===== src/rtl/core/radial_basis_chebyshev_evaluator_unit_defines.svh =====
// Assertion macros shared by the radial basis evaluator RTL
`ifndef RADIAL_BASIS_CHEBYSHEV_EVALUATOR_UNIT_DEFINES_SVH
`define RADIAL_BASIS_CHEBYSHEV_EVALUATOR_UNIT_DEFINES_SVH

// antecedent holds -> consequent holds in the same cycle
`define RBCE_ASSERT_IMPLY(lbl, ante, cons) \
   lbl: assert property (@(posedge clock) disable iff (reset) (ante) |-> (cons)) \
      else $error("rbce: implication check failed");

// antecedent holds -> consequent held in the previous cycle
`define RBCE_ASSERT_AFTER(lbl, ante, cons) \
   lbl: assert property (@(posedge clock) disable iff (reset) (ante) |-> $past(cons)) \
      else $error("rbce: history check failed");

`endif


===== src/rtl/core/rbce_pkg.sv =====
// Shared types, constants and helpers for the radial basis evaluator
package rbce_pkg;

   localparam int MaxBasis   = 16;
   localparam int CountLimit = (MaxBasis < 16) ? MaxBasis : 16;
   localparam int IdxW       = 4;
   localparam int ValW       = 48;
   localparam int WideW      = 52;
   localparam int OpW        = 50;
   localparam int HalfW      = 25;
   localparam int PpW        = 2 * HalfW;
   localparam int AccW       = 2 * OpW;
   localparam int CsrIdxW    = 3;
   localparam int CsrDataW   = 32;
   localparam int StepW      = 3;

   // basis modes
   localparam logic [2:0] ModeCutCheb   = 3'd0;
   localparam logic [2:0] ModePlainCheb = 3'd1;
   localparam logic [2:0] ModeTaylor    = 3'd2;
   localparam logic [2:0] ModeCutRep    = 3'd3;
   localparam logic [2:0] ModePlainRep  = 3'd4;

   // register indexes
   localparam logic [CsrIdxW-1:0] RegMode  = 3'd0;
   localparam logic [CsrIdxW-1:0] RegScale = 3'd1;
   localparam logic [CsrIdxW-1:0] RegLower = 3'd2;
   localparam logic [CsrIdxW-1:0] RegUpper = 3'd3;
   localparam logic [CsrIdxW-1:0] RegRecip = 3'd4;
   localparam logic [CsrIdxW-1:0] RegCount = 3'd5;

   localparam logic signed [ValW-1:0] MaxVal = {1'b0, {(ValW-1){1'b1}}};
   localparam logic signed [ValW-1:0] MinVal = {1'b1, {(ValW-1){1'b0}}};
   localparam logic signed [ValW:0]   OneQ24 = 49'sd16777216;

   typedef enum logic [4:0] {
      ST_IDLE, ST_KSI, ST_SD, ST_SQ, ST_Z0,
      ST_C0V, ST_C0G,
      ST_C1T, ST_C1V, ST_C1A, ST_C1B, ST_C1G,
      ST_P1V, ST_P1G,
      ST_RA, ST_RB, ST_RC,
      ST_TG, ST_TV,
      ST_EMIT
   } state_type;

   typedef struct packed {
      logic                   start;
      logic signed [OpW-1:0]  a;
      logic signed [OpW-1:0]  b;
   } mul_req_type;

   typedef struct packed {
      logic                   busy;
      logic                   done;
      logic signed [ValW-1:0] result;
   } mul_rsp_type;

   typedef struct packed {
      logic signed [ValW-1:0] value;
      logic signed [ValW-1:0] deriv;
   } hist_type;

   // clamp a wide sum into the 48-bit result range
   function automatic logic signed [ValW-1:0] sat48(input logic signed [WideW-1:0] x);
      logic signed [WideW-1:0] hi;
      logic signed [WideW-1:0] lo;
      hi = WideW'(MaxVal);
      lo = WideW'(MinVal);
      if (x > hi) begin
         return MaxVal;
      end else if (x < lo) begin
         return MinVal;
      end else begin
         return x[ValW-1:0];
      end
   endfunction

endpackage


===== src/rtl/core/rbce_mul.sv =====
// Shared multi-cycle Q.24 multiplier: 25x25 partial products, rounding, saturation
module rbce_mul (
   input  logic                 clock,
   input  logic                 reset,
   input  rbce_pkg::mul_req_type req,
   output rbce_pkg::mul_rsp_type rsp
);

   logic                                busy_ff, busy_in;
   logic                                done_ff, done_in;
   logic [rbce_pkg::StepW-1:0]          step_ff, step_in;
   logic                                neg_ff, neg_in;
   logic [rbce_pkg::OpW-1:0]            ma_ff, ma_in;
   logic [rbce_pkg::OpW-1:0]            mb_ff, mb_in;
   logic [rbce_pkg::PpW-1:0]            pp_ff, pp_in;
   logic [1:0]                          sh_ff, sh_in;
   logic [rbce_pkg::AccW-1:0]           acc_ff, acc_in;
   logic signed [rbce_pkg::ValW-1:0]    res_ff, res_in;

   logic [rbce_pkg::HalfW-1:0]          pa, pb;
   logic [rbce_pkg::AccW-1:0]           pp_shifted;
   logic [rbce_pkg::AccW-1:0]           rnd;
   logic [rbce_pkg::AccW-25:0]          q;
   logic                                over;
   logic [rbce_pkg::ValW-1:0]           q48;

   // partial product operand selection
   always_comb begin
      pa = step_ff[1] ? ma_ff[rbce_pkg::OpW-1:rbce_pkg::HalfW] : ma_ff[rbce_pkg::HalfW-1:0];
      pb = step_ff[0] ? mb_ff[rbce_pkg::OpW-1:rbce_pkg::HalfW] : mb_ff[rbce_pkg::HalfW-1:0];
      case (sh_ff)
         2'd0:    pp_shifted = rbce_pkg::AccW'(pp_ff);
         2'd1:    pp_shifted = rbce_pkg::AccW'(pp_ff) << rbce_pkg::HalfW;
         default: pp_shifted = rbce_pkg::AccW'(pp_ff) << (2 * rbce_pkg::HalfW);
      endcase
   end

   // round half away from zero on the magnitude, then saturate
   always_comb begin
      rnd  = acc_ff + rbce_pkg::AccW'(24'h800000);
      q    = rnd[rbce_pkg::AccW-1:24];
      over = neg_ff ? (q > (rbce_pkg::AccW-24)'(rbce_pkg::MaxVal) + 1'b1)
                    : (q > (rbce_pkg::AccW-24)'(rbce_pkg::MaxVal));
      q48  = q[rbce_pkg::ValW-1:0];
   end

   // sequencing
   always_comb begin
      busy_in = busy_ff;
      done_in = 1'b0;
      step_in = step_ff;
      neg_in  = neg_ff;
      ma_in   = ma_ff;
      mb_in   = mb_ff;
      pp_in   = pp_ff;
      sh_in   = sh_ff;
      acc_in  = acc_ff;
      res_in  = res_ff;
      if (req.start && !busy_ff) begin
         busy_in = 1'b1;
         step_in = '0;
         neg_in  = req.a[rbce_pkg::OpW-1] ^ req.b[rbce_pkg::OpW-1];
         ma_in   = req.a[rbce_pkg::OpW-1] ? rbce_pkg::OpW'(-req.a) : rbce_pkg::OpW'(req.a);
         mb_in   = req.b[rbce_pkg::OpW-1] ? rbce_pkg::OpW'(-req.b) : rbce_pkg::OpW'(req.b);
         acc_in  = '0;
      end else if (busy_ff) begin
         step_in = step_ff + 1'b1;
         if (step_ff < 3'd4) begin
            pp_in = pa * pb;
            sh_in = 2'(step_ff[0]) + 2'(step_ff[1]);
         end
         if (step_ff >= 3'd1 && step_ff <= 3'd4) begin
            acc_in = acc_ff + pp_shifted;
         end
         if (step_ff == 3'd5) begin
            busy_in = 1'b0;
            done_in = 1'b1;
            if (over) begin
               res_in = neg_ff ? rbce_pkg::MinVal : rbce_pkg::MaxVal;
            end else begin
               res_in = neg_ff ? -$signed(q48) : $signed(q48);
            end
         end
      end
   end

   always_ff @(posedge clock) begin
      if (reset) begin
         busy_ff <= 1'b0;
         done_ff <= 1'b0;
         step_ff <= '0;
      end else begin
         busy_ff <= busy_in;
         done_ff <= done_in;
         step_ff <= step_in;
      end
      neg_ff <= neg_in;
      ma_ff  <= ma_in;
      mb_ff  <= mb_in;
      pp_ff  <= pp_in;
      sh_ff  <= sh_in;
      acc_ff <= acc_in;
      res_ff <= res_in;
   end

   assign rsp.busy   = busy_ff;
   assign rsp.done   = done_ff;
   assign rsp.result = res_ff;

endmodule


===== src/rtl/core/rbce_hist_cell.sv =====
// One cell of the recurrence history chain: holds a value/derivative pair
module rbce_hist_cell (
   input  logic              clock,
   input  logic              reset,
   input  logic              shift,
   input  rbce_pkg::hist_type din,
   output rbce_pkg::hist_type dout
);

   rbce_pkg::hist_type held_ff, held_in;

   // take the neighbour's word on each order step
   always_comb begin
      held_in = shift ? din : held_ff;
   end

   always_ff @(posedge clock) begin
      if (reset) begin
         held_ff <= '0;
      end else begin
         held_ff <= held_in;
      end
   end

   assign dout = held_ff;

endmodule


===== src/rtl/core/radial_basis_chebyshev_evaluator_unit.sv =====
// Top level of the radial basis evaluator: sequencer, datapath and history chain
//
// Usage:
//   req_ channel carries one distance word (unsigned Q7.24). For each one the
//   block sends basis_count (2 to 16) words on rsp_, orders 0..count-1, each
//   with value and derivative (signed Q24.24, saturating); the final one has
//   rsp_last_of_run set. req_stall stays high while a distance is in work.
//   csr_ writes set the mode, scale, cutoffs, 2/(upper-lower) and the count;
//   write them only while the block is idle.
//   All products go through one shared multiplier, one after another.
//   Set-up costs 1 product (plus one more in Taylor or cutoff modes);
//   order 0 costs 0 or 2, order 1 2 to 5, later orders 3 (Chebyshev) or 2
//   (Taylor); each order ends with the hand-over of its word.
//   Reset returns the registers to their defaults, clears the history chain
//   and leaves the block idle. A stalled rsp_ word holds; the sequencer
//   waits at the hand-over step until the output register is free.
`include "radial_basis_chebyshev_evaluator_unit_defines.svh"
module radial_basis_chebyshev_evaluator_unit (
   input  logic                                clock,
   input  logic                                reset,
   input  logic                                req_valid,
   output logic                                req_stall,
   input  logic [30:0]                         req_distance,
   output logic                                rsp_valid,
   input  logic                                rsp_stall,
   output logic [rbce_pkg::IdxW-1:0]           rsp_basis_index,
   output logic signed [rbce_pkg::ValW-1:0]    rsp_basis_value,
   output logic signed [rbce_pkg::ValW-1:0]    rsp_basis_derivative,
   output logic                                rsp_last_of_run,
   input  logic                                csr_write_enable,
   input  logic [rbce_pkg::CsrIdxW-1:0]        csr_index,
   input  logic [rbce_pkg::CsrDataW-1:0]       csr_write_data
);

   // configuration registers
   logic [2:0]         mode_ff, mode_in;
   logic signed [31:0] scale_ff, scale_in;
   logic [30:0]        lower_ff, lower_in;
   logic [30:0]        upper_ff, upper_in;
   logic [30:0]        recip_ff, recip_in;
   logic [4:0]         count_ff, count_in;

   // per-distance state
   rbce_pkg::state_type state_ff, state_in;
   logic               issued_ff, issued_in;
   logic [30:0]        d_ff, d_in;
   logic               zero_der_ff, zero_der_in;
   logic               cut_ff, cut_in;
   logic               taylor_ff, taylor_in;
   logic [rbce_pkg::IdxW-1:0] cnt_m1_ff, cnt_m1_in;
   logic [rbce_pkg::IdxW-1:0] ord_ff, ord_in;
   logic signed [rbce_pkg::ValW:0]   ksi_ff, ksi_in;
   logic signed [rbce_pkg::ValW-1:0] sd_ff, sd_in;
   logic signed [rbce_pkg::ValW-1:0] sq_ff, sq_in;
   logic signed [rbce_pkg::ValW-1:0] tmp_ff, tmp_in;
   logic signed [rbce_pkg::ValW-1:0] tmp2_ff, tmp2_in;
   logic signed [rbce_pkg::ValW-1:0] v_ff, v_in;
   logic signed [rbce_pkg::ValW-1:0] g_ff, g_in;
   logic signed [35:0] si_ff, si_in;

   // output register
   logic               rsp_valid_ff, rsp_valid_in;
   logic [rbce_pkg::IdxW-1:0] rsp_index_ff, rsp_index_in;
   logic signed [rbce_pkg::ValW-1:0] rsp_value_ff, rsp_value_in;
   logic signed [rbce_pkg::ValW-1:0] rsp_deriv_ff, rsp_deriv_in;
   logic               rsp_last_ff, rsp_last_in;

   rbce_pkg::mul_req_type mul_req;
   rbce_pkg::mul_rsp_type mul_rsp;
   rbce_pkg::hist_type    hist_new, hist_p1, hist_p2;

   logic               accept;
   logic               emit_fire;
   logic               is_mul;
   logic [2:0]         mode_eff;
   logic               rep_sel;
   logic [30:0]        d_sel;
   logic signed [31:0] dlc;
   logic signed [31:0] dm;
   logic signed [rbce_pkg::OpW-1:0] twoksi;
   logic signed [rbce_pkg::WideW-1:0] pair_sum;
   logic signed [rbce_pkg::WideW-1:0] rec_g;
   logic signed [rbce_pkg::WideW-1:0] rec_v;
   logic signed [rbce_pkg::ValW-1:0]  c1_sum;
   rbce_pkg::state_type   order_start;

   assign accept    = req_valid && !req_stall;
   assign emit_fire = (state_ff == rbce_pkg::ST_EMIT) && (!rsp_valid_ff || !rsp_stall);

   // mode decode at the input
   always_comb begin
      mode_eff = (mode_ff > rbce_pkg::ModePlainRep) ? rbce_pkg::ModeCutCheb : mode_ff;
      rep_sel  = (mode_eff == rbce_pkg::ModeCutRep) || (mode_eff == rbce_pkg::ModePlainRep);
      d_sel    = (rep_sel && (req_distance < lower_ff)) ? lower_ff : req_distance;
   end

   // derived datapath terms
   always_comb begin
      dlc      = $signed({1'b0, d_ff}) - $signed({1'b0, lower_ff});
      dm       = $signed({1'b0, d_ff}) - $signed({1'b0, upper_ff});
      twoksi   = $signed({ksi_ff, 1'b0});
      pair_sum = rbce_pkg::WideW'(tmp_ff) + rbce_pkg::WideW'(tmp2_ff);
      c1_sum   = rbce_pkg::sat48(pair_sum);
      rec_g    = (pair_sum <<< 1) - rbce_pkg::WideW'(hist_p2.deriv);
      rec_v    = rbce_pkg::WideW'(mul_rsp.result) - rbce_pkg::WideW'(hist_p2.value);
   end

   // first state of the next order
   always_comb begin
      if (ord_ff == '0) begin
         if (cut_ff) begin
            order_start = rbce_pkg::ST_C1T;
         end else if (taylor_ff) begin
            order_start = rbce_pkg::ST_TG;
         end else begin
            order_start = rbce_pkg::ST_P1V;
         end
      end else begin
         order_start = taylor_ff ? rbce_pkg::ST_TG : rbce_pkg::ST_RA;
      end
   end

   // next state
   always_comb begin
      state_in = state_ff;
      unique case (state_ff)
         rbce_pkg::ST_IDLE: if (accept) state_in = rbce_pkg::ST_KSI;
         rbce_pkg::ST_KSI: begin
            if (mul_rsp.done) begin
               if (taylor_ff) begin
                  state_in = rbce_pkg::ST_SD;
               end else if (cut_ff) begin
                  state_in = rbce_pkg::ST_SQ;
               end else begin
                  state_in = rbce_pkg::ST_Z0;
               end
            end
         end
         rbce_pkg::ST_SD:  if (mul_rsp.done) state_in = rbce_pkg::ST_Z0;
         rbce_pkg::ST_SQ:  if (mul_rsp.done) state_in = rbce_pkg::ST_C0V;
         rbce_pkg::ST_Z0:  state_in = rbce_pkg::ST_EMIT;
         rbce_pkg::ST_C0V: if (mul_rsp.done) state_in = rbce_pkg::ST_C0G;
         rbce_pkg::ST_C0G: if (mul_rsp.done) state_in = rbce_pkg::ST_EMIT;
         rbce_pkg::ST_C1T: if (mul_rsp.done) state_in = rbce_pkg::ST_C1V;
         rbce_pkg::ST_C1V: if (mul_rsp.done) state_in = rbce_pkg::ST_C1A;
         rbce_pkg::ST_C1A: if (mul_rsp.done) state_in = rbce_pkg::ST_C1B;
         rbce_pkg::ST_C1B: if (mul_rsp.done) state_in = rbce_pkg::ST_C1G;
         rbce_pkg::ST_C1G: if (mul_rsp.done) state_in = rbce_pkg::ST_EMIT;
         rbce_pkg::ST_P1V: if (mul_rsp.done) state_in = rbce_pkg::ST_P1G;
         rbce_pkg::ST_P1G: if (mul_rsp.done) state_in = rbce_pkg::ST_EMIT;
         rbce_pkg::ST_RA:  if (mul_rsp.done) state_in = rbce_pkg::ST_RB;
         rbce_pkg::ST_RB:  if (mul_rsp.done) state_in = rbce_pkg::ST_RC;
         rbce_pkg::ST_RC:  if (mul_rsp.done) state_in = rbce_pkg::ST_EMIT;
         rbce_pkg::ST_TG:  if (mul_rsp.done) state_in = rbce_pkg::ST_TV;
         rbce_pkg::ST_TV:  if (mul_rsp.done) state_in = rbce_pkg::ST_EMIT;
         rbce_pkg::ST_EMIT: begin
            if (emit_fire) begin
               state_in = (ord_ff == cnt_m1_ff) ? rbce_pkg::ST_IDLE : order_start;
            end
         end
         default: state_in = rbce_pkg::ST_IDLE;
      endcase
   end

   // state outputs: handshake and multiplier operands
   always_comb begin
      req_stall = (state_ff != rbce_pkg::ST_IDLE);
      is_mul    = 1'b1;
      mul_req.a = '0;
      mul_req.b = '0;
      unique case (state_ff)
         rbce_pkg::ST_KSI: begin
            mul_req.a = rbce_pkg::OpW'(dlc);
            mul_req.b = $signed({19'b0, recip_ff});
         end
         rbce_pkg::ST_SD: begin
            mul_req.a = rbce_pkg::OpW'(scale_ff);
            mul_req.b = $signed({19'b0, d_ff});
         end
         rbce_pkg::ST_SQ: begin
            mul_req.a = rbce_pkg::OpW'(dm);
            mul_req.b = rbce_pkg::OpW'(dm);
         end
         rbce_pkg::ST_C0V: begin
            mul_req.a = rbce_pkg::OpW'(scale_ff);
            mul_req.b = rbce_pkg::OpW'(sq_ff);
         end
         rbce_pkg::ST_C0G: begin
            mul_req.a = rbce_pkg::OpW'(scale_ff);
            mul_req.b = rbce_pkg::OpW'(dm) <<< 1;
         end
         rbce_pkg::ST_C1T: begin
            mul_req.a = rbce_pkg::OpW'(ksi_ff);
            mul_req.b = rbce_pkg::OpW'(sq_ff);
         end
         rbce_pkg::ST_C1V: begin
            mul_req.a = rbce_pkg::OpW'(scale_ff);
            mul_req.b = rbce_pkg::OpW'(tmp_ff);
         end
         rbce_pkg::ST_C1A: begin
            mul_req.a = $signed({19'b0, recip_ff});
            mul_req.b = rbce_pkg::OpW'(sq_ff);
         end
         rbce_pkg::ST_C1B: begin
            mul_req.a = twoksi;
            mul_req.b = rbce_pkg::OpW'(dm);
         end
         rbce_pkg::ST_C1G: begin
            mul_req.a = rbce_pkg::OpW'(scale_ff);
            mul_req.b = rbce_pkg::OpW'(c1_sum);
         end
         rbce_pkg::ST_P1V: begin
            mul_req.a = rbce_pkg::OpW'(scale_ff);
            mul_req.b = rbce_pkg::OpW'(ksi_ff);
         end
         rbce_pkg::ST_P1G: begin
            mul_req.a = rbce_pkg::OpW'(scale_ff);
            mul_req.b = $signed({19'b0, recip_ff});
         end
         rbce_pkg::ST_RA: begin
            mul_req.a = $signed({19'b0, recip_ff});
            mul_req.b = rbce_pkg::OpW'(hist_p1.value);
         end
         rbce_pkg::ST_RB: begin
            mul_req.a = rbce_pkg::OpW'(ksi_ff);
            mul_req.b = rbce_pkg::OpW'(hist_p1.deriv);
         end
         rbce_pkg::ST_RC: begin
            mul_req.a = twoksi;
            mul_req.b = rbce_pkg::OpW'(hist_p1.value);
         end
         rbce_pkg::ST_TG: begin
            mul_req.a = rbce_pkg::OpW'(si_ff);
            mul_req.b = rbce_pkg::OpW'(hist_p1.value);
         end
         rbce_pkg::ST_TV: begin
            mul_req.a = rbce_pkg::OpW'(sd_ff);
            mul_req.b = rbce_pkg::OpW'(hist_p1.value);
         end
         rbce_pkg::ST_IDLE, rbce_pkg::ST_Z0, rbce_pkg::ST_EMIT: is_mul = 1'b0;
         default: is_mul = 1'b0;
      endcase
      mul_req.start = is_mul && !issued_ff && !mul_rsp.busy && !mul_rsp.done;
      issued_in     = is_mul && !mul_rsp.done && (issued_ff || mul_req.start);
   end

   // configuration writes
   always_comb begin
      mode_in  = mode_ff;
      scale_in = scale_ff;
      lower_in = lower_ff;
      upper_in = upper_ff;
      recip_in = recip_ff;
      count_in = count_ff;
      if (csr_write_enable) begin
         unique case (csr_index)
            rbce_pkg::RegMode:  mode_in  = csr_write_data[2:0];
            rbce_pkg::RegScale: scale_in = $signed(csr_write_data[31:0]);
            rbce_pkg::RegLower: lower_in = csr_write_data[30:0];
            rbce_pkg::RegUpper: upper_in = csr_write_data[30:0];
            rbce_pkg::RegRecip: recip_in = csr_write_data[30:0];
            rbce_pkg::RegCount: count_in = csr_write_data[4:0];
            default: ;
         endcase
      end
   end

   // datapath capture
   always_comb begin
      d_in        = d_ff;
      zero_der_in = zero_der_ff;
      cut_in      = cut_ff;
      taylor_in   = taylor_ff;
      cnt_m1_in   = cnt_m1_ff;
      ord_in      = ord_ff;
      ksi_in      = ksi_ff;
      sd_in       = sd_ff;
      sq_in       = sq_ff;
      tmp_in      = tmp_ff;
      tmp2_in     = tmp2_ff;
      v_in        = v_ff;
      g_in        = g_ff;
      si_in       = si_ff;
      if (accept) begin
         d_in        = d_sel;
         zero_der_in = rep_sel && (req_distance <= lower_ff);
         cut_in      = (mode_eff == rbce_pkg::ModeCutCheb) || (mode_eff == rbce_pkg::ModeCutRep);
         taylor_in   = (mode_eff == rbce_pkg::ModeTaylor);
         if (count_ff < 5'd2) begin
            cnt_m1_in = rbce_pkg::IdxW'(1);
         end else if (count_ff > 5'(rbce_pkg::CountLimit)) begin
            cnt_m1_in = rbce_pkg::IdxW'(rbce_pkg::CountLimit - 1);
         end else begin
            cnt_m1_in = rbce_pkg::IdxW'(count_ff - 5'd1);
         end
         ord_in = '0;
         si_in  = '0;
      end
      if (mul_rsp.done) begin
         case (state_ff)
            rbce_pkg::ST_KSI: ksi_in = (rbce_pkg::ValW+1)'(mul_rsp.result) - rbce_pkg::OneQ24;
            rbce_pkg::ST_SD:  sd_in  = mul_rsp.result;
            rbce_pkg::ST_SQ:  sq_in  = mul_rsp.result;
            rbce_pkg::ST_C0V, rbce_pkg::ST_C1V, rbce_pkg::ST_P1V, rbce_pkg::ST_TV:
               v_in = mul_rsp.result;
            rbce_pkg::ST_C0G, rbce_pkg::ST_C1G, rbce_pkg::ST_P1G, rbce_pkg::ST_TG:
               g_in = mul_rsp.result;
            rbce_pkg::ST_C1T, rbce_pkg::ST_C1A, rbce_pkg::ST_RA: tmp_in = mul_rsp.result;
            rbce_pkg::ST_C1B, rbce_pkg::ST_RB: tmp2_in = mul_rsp.result;
            rbce_pkg::ST_RC: begin
               v_in = rbce_pkg::sat48(rec_v);
               g_in = rbce_pkg::sat48(rec_g);
            end
            default: ;
         endcase
      end
      // order zero of plain and Taylor modes is the scale itself
      if (state_ff == rbce_pkg::ST_Z0) begin
         v_in = rbce_pkg::ValW'(scale_ff);
         g_in = '0;
      end
      if (emit_fire) begin
         ord_in = ord_ff + 1'b1;
         si_in  = si_ff + 36'(scale_ff);
      end
   end

   // output register
   always_comb begin
      rsp_valid_in = rsp_valid_ff && rsp_stall;
      rsp_index_in = rsp_index_ff;
      rsp_value_in = rsp_value_ff;
      rsp_deriv_in = rsp_deriv_ff;
      rsp_last_in  = rsp_last_ff;
      if (emit_fire) begin
         rsp_valid_in = 1'b1;
         rsp_index_in = ord_ff;
         rsp_value_in = v_ff;
         rsp_deriv_in = zero_der_ff ? '0 : g_ff;
         rsp_last_in  = (ord_ff == cnt_m1_ff);
      end
   end

   always_ff @(posedge clock) begin
      if (reset) begin
         mode_ff      <= rbce_pkg::ModeCutCheb;
         scale_ff     <= 32'sd16777216;
         lower_ff     <= '0;
         upper_ff     <= 31'd83886080;
         recip_ff     <= 31'd6710886;
         count_ff     <= 5'd8;
         state_ff     <= rbce_pkg::ST_IDLE;
         issued_ff    <= 1'b0;
         ord_ff       <= '0;
         rsp_valid_ff <= 1'b0;
      end else begin
         mode_ff      <= mode_in;
         scale_ff     <= scale_in;
         lower_ff     <= lower_in;
         upper_ff     <= upper_in;
         recip_ff     <= recip_in;
         count_ff     <= count_in;
         state_ff     <= state_in;
         issued_ff    <= issued_in;
         ord_ff       <= ord_in;
         rsp_valid_ff <= rsp_valid_in;
      end
      d_ff         <= d_in;
      zero_der_ff  <= zero_der_in;
      cut_ff       <= cut_in;
      taylor_ff    <= taylor_in;
      cnt_m1_ff    <= cnt_m1_in;
      ksi_ff       <= ksi_in;
      sd_ff        <= sd_in;
      sq_ff        <= sq_in;
      tmp_ff       <= tmp_in;
      tmp2_ff      <= tmp2_in;
      v_ff         <= v_in;
      g_ff         <= g_in;
      si_ff        <= si_in;
      rsp_index_ff <= rsp_index_in;
      rsp_value_ff <= rsp_value_in;
      rsp_deriv_ff <= rsp_deriv_in;
      rsp_last_ff  <= rsp_last_in;
   end

   rbce_mul u_mul (
      .clock (clock),
      .reset (reset),
      .req   (mul_req),
      .rsp   (mul_rsp)
   );

   // history chain: newest order enters cell 0, moves on to cell 1
   assign hist_new.value = v_ff;
   assign hist_new.deriv = g_ff;

   rbce_hist_cell u_hist0 (
      .clock (clock),
      .reset (reset),
      .shift (emit_fire),
      .din   (hist_new),
      .dout  (hist_p1)
   );

   rbce_hist_cell u_hist1 (
      .clock (clock),
      .reset (reset),
      .shift (emit_fire),
      .din   (hist_p1),
      .dout  (hist_p2)
   );

   assign rsp_valid            = rsp_valid_ff;
   assign rsp_basis_index      = rsp_index_ff;
   assign rsp_basis_value      = rsp_value_ff;
   assign rsp_basis_derivative = rsp_deriv_ff;
   assign rsp_last_of_run      = rsp_last_ff;

   // checks
   `RBCE_ASSERT_IMPLY(a_mul_done_in_mul_state, mul_rsp.done, is_mul)
   `RBCE_ASSERT_IMPLY(a_accept_mul_idle, accept, !mul_rsp.busy && !mul_rsp.done)
   `RBCE_ASSERT_AFTER(a_word_from_emit, $rose(rsp_valid_ff), state_ff == rbce_pkg::ST_EMIT)

endmodule


===== config.mk =====
export PLATFORM = sky130hd
export DESIGN_NAME = radial_basis_chebyshev_evaluator_unit
export DESIGN_NICKNAME = d
export VERILOG_FILES = /design/src/rtl/core/rbce_pkg.sv /design/src/rtl/core/rbce_mul.sv /design/src/rtl/core/rbce_hist_cell.sv /design/src/rtl/core/radial_basis_chebyshev_evaluator_unit.sv
export VERILOG_INCLUDE_DIRS = /design/src /design/src/rtl/core
export SDC_FILE = /design/constraint.sdc
export NUM_CORES = 2
export LEC_CHECK = 0
export ABC_AREA = 1
export BUFFER_PORTS_ARGS = -buffer_cell sky130_fd_sc_hd__buf_2
export CORE_UTILIZATION = 40
export CTS_CLUSTER_SIZE = 28
export DETAILED_ROUTE_END_ITERATION = 8
export GPL_TIMING_DRIVEN = 1
export REMOVE_ABC_BUFFERS = 1
export SETUP_SLACK_MARGIN = 0.3
export SLEW_MARGIN = 20
export SYNTH_ARGS = -nofsm -noshare
export SYNTH_HDL_FRONTEND = slang
export SYNTH_SLANG_ARGS = --single-unit

===== constraint.sdc =====
create_clock -name clock -period 10.2 [get_ports clock]
set_input_delay 0.51 -clock clock [delete_from_list [all_inputs] [get_ports clock]]
set_output_delay 0.51 -clock clock [all_outputs]
set_load 0.02 [all_outputs]

==> impl_metrics.env <==
export IMPL_area_growth_synth_to_final_pct=10.2
export IMPL_timing_final_hold_violations=0
export IMPL_initial_utilization=0.402
export IMPL_postLayoutSetupSlackWorst_ps=1430
export IMPL_crit_path_frequent_cell="fa_1"
export IMPL_synth_top_cells_by_area="edfxtp_1, fa_1, nand2_1"
export IMPL_postSynth_topFlopCell="edfxtp_1"
export IMPL_dp_worst_setup_slack_ps=1450
export IMPL_synth_distinct_cells=73
export IMPL_clock_sinks=1154
export IMPL_grt_util_all_layers=0.351
export IMPL_grt_use_met1=0.503
export IMPL_ys_async_sr_fraction=0
export IMPL_synth_commonest_cells="nand2_1, inv_1, nor2_1"
export IMPL_critical_path_slowest_cell="clkinv_1"
export IMPL_critical_path_max_stage_delay_ps=720
export IMPL_synth_sequential_area_ratio=0.307
export IMPL_path_clk_slew_ps=60
export IMPL_setup_viol=0
export IMPL_synth_top_cell_area_share=0.206
export IMPL_final_min_period_over_clock_period=0.860
export IMPL_class_of_the_tightest_hold_or_removal_check="input port to flop"
export IMPL_drc=0
export IMPL_fmaxAchievable_ghz=0.114
export IMPL_placementRows=180
export IMPL_yosysWarnings=0
export IMPL_grtUsageMet3=0.0982
export IMPL_core_region_area_um2=241000
export IMPL_max_cap_violations=0
export IMPL_syn_cell_area_um2=96900
export IMPL_synth_area_per_cell_um2=7.46
export IMPL_cts_tree="built"
export IMPL_grt_start_max_net_pins=133
export IMPL_final_slew_viol_count=0
export IMPL_worst_pin_slew_ps=1420
export IMPL_endpoint_kind="flop"
export IMPL_whs_ps=41.3
export IMPL_drt_iter0_drc=11700
export IMPL_clock_root_buffer="clkbuf_16"
export IMPL_final_design_area_no_fill_um2=107000
export IMPL_detailroute_via_count=92400
export IMPL_netlist_top_cell_by_area="edfxtp_1"
export IMPL_ios=174
export IMPL_clock_path_buffers=3
export IMPL_gpl_final_weighted_congestion=1.05
export IMPL_post_synth_top_count_cell="nand2_1"
export IMPL_mean_routed_wirelength_per_cell_um=26.5
export IMPL_global_route_peak_usage_layer="met1"
export IMPL_crit_type="flop to flop"
export IMPL_ys_ff_latch=1154
export IMPL_fp_dieW_um=494
export IMPL_grt_first_pass_wirelength_mm=617
export IMPL_clkLatencyLatePin_ps=850
export IMPL_vias_per_cell=5.63
export IMPL_place_hpwl_mm=350
export IMPL_final_nets=14257
export IMPL_slew_margin_rel=0.0459
export IMPL_run_status="finished clean"
export IMPL_synth_cells=12983
export IMPL_final_layout_size_suffix_gt1_frac=0.0618
export IMPL_final_min_clock_period_ps=8770
export IMPL_detail_route_antenna_nets=0
export IMPL_cts_htree_levels=4
export IMPL_grt_overflow_total=0
export IMPL_floorplan_die_height_um=494
export IMPL_worstPathMaxFanout=24
export IMPL_synth_edff_count=665
export IMPL_grt_antenna_before_repair=37
export IMPL_via_count_of_the_first_global_routing_pass=86739
export IMPL_start_kind="flop"
export IMPL_port_buffers=173
export IMPL_rsz0062_at_grt="no"
export IMPL_dieArea_um2=244000
export IMPL_numCtsBuffers=142
export IMPL_data_required_critical_path_ps=10750
export IMPL_gr_usage_met2=0.498
export IMPL_postPlaceCellArea_um2=102000
export IMPL_drt_pass1_iterations=8
export IMPL_arrival_time_reported_for_the_critical_path_endpoint_ps=9320
export IMPL_timing_clock_skew_ps=70.1
export IMPL_wl_mm=435
-- through the flow --
| step | TNS (ps) | cells | utilization |
|---|---|---|---|
| 2_1_floorplan | -819160 | 12567 | - |
| 3_3_place_gp | 0 | 16097 | 0.422 |
| 3_5_place_dp | 0 | 16097 | 0.422 |
| 4_1_cts | 0 | 16388 | 0.444 |
| 5_1_grt | 0 | 16389 | 0.444 |
| 6_report | 0 | 16401 | 0.444 |
-- per-layer routing --
layer  up-vias  wire, µm
met2      4706    176000
met4         6     16900
met3       648     52900
met1     44686    190000
li1      42354         -
met5         -       165
-- critical path, delay by kind of cell (launching register included) --
| family | cells | cell delay, ps |
|---|---|---|
| buffers and inverters | 5 | 1190 |
| AOI/OAI and AO/OA | 10 | 2230 |
| and+or+nand+nor | 5 | 1020 |
| adders and majority gates | 8 | 3610 |
| xor gates and xnor gates | 1 | 140 |
| DFF | 1 | 330 |
-- state kept, by name, summed over array words and instances (netlist names), 32 cells and up --
name                  cells
sq_ff                    48
tmp_ff                   48
u_mul.pp_ff              50
u_hist1.dout             96
ksi_ff                   49
rsp_basis_value          48
sd_ff                    48
u_hist0.dout             96
rsp_basis_derivative     48
u_mul.acc_ff            100
u_mul.ma_ff              50
scale_ff                 32
si_ff                    36
u_mul.mb_ff              50
tmp2_ff                  48
g_ff                     48
u_mul.res_ff             48
v_ff                     48
-- layout make-up --
| type | instances | area, µm² |
|---|---|---|
| repair buffers | 372 | 2450 |
| multi-input cells | 9149 | 57200 |
| inverters | 2264 | 8520 |
| clock buffers | 188 | 3910 |
| flip-flops and latches | 1154 | 29800 |
| diodes | 13 | 32.5 |
| clock inverters | 76 | 1000 |
| fillers | 24795 | 134000 |
| well taps | 3185 | 3990 |
-- path summary, 6_finish.rpt --
check                                         from                 end  slack (ps)  cells past startpoint
worst min register to register             v_ff[6]  rsp_basis_value[6]         440                      0
worst max-delay path              u_mul.step_ff[1]     u_mul.pp_ff[46]        1430                     29
worst max register to register    u_mul.step_ff[1]     u_mul.pp_ff[46]        1430                     29
worst min-delay path            csr_write_data[18]        recip_ff[18]          40                      3
-- logic make-up (layout without fill, tap and decap cells) --
logic type | after synthesis | in the layout | synth area share
AO/OA/AOI/OAI | 2596 | 2596 | 0.152
XOR/XNOR | 436 | 436 | 0.0396
adder cells (fa/ha/maj) | 1103 | 1103 | 0.184
buffers and inverters | 2680 | 2900 | 0.105
flip-flops | 1154 | 1154 | 0.307
other | 1 | 14 | 0.0000387
AND/OR/NAND/NOR | 5013 | 5013 | 0.212
-- cells in the final DEF, fill, tap and decap left out, types with 353 or more instances in the layout --
cell and count:
dfxtp_1 489, nand3_1 353, fa_1 533, edfxtp_1 665, o21ai_0 782, nor2_1 1408
a21oi_1 1076, inv_1 2208, ha_1 570, nand2_1 2710
-- timing repair --
action,in CTS,in global routing
resized for setup,0,0
hold buffers,27,0
endpoints found under the hold margin,41,0
setup buffers,0,0
Power is left out: the tool's default activity adds up to more than one toggle a clock period on the data nets, which glitch-free logic cannot reach.
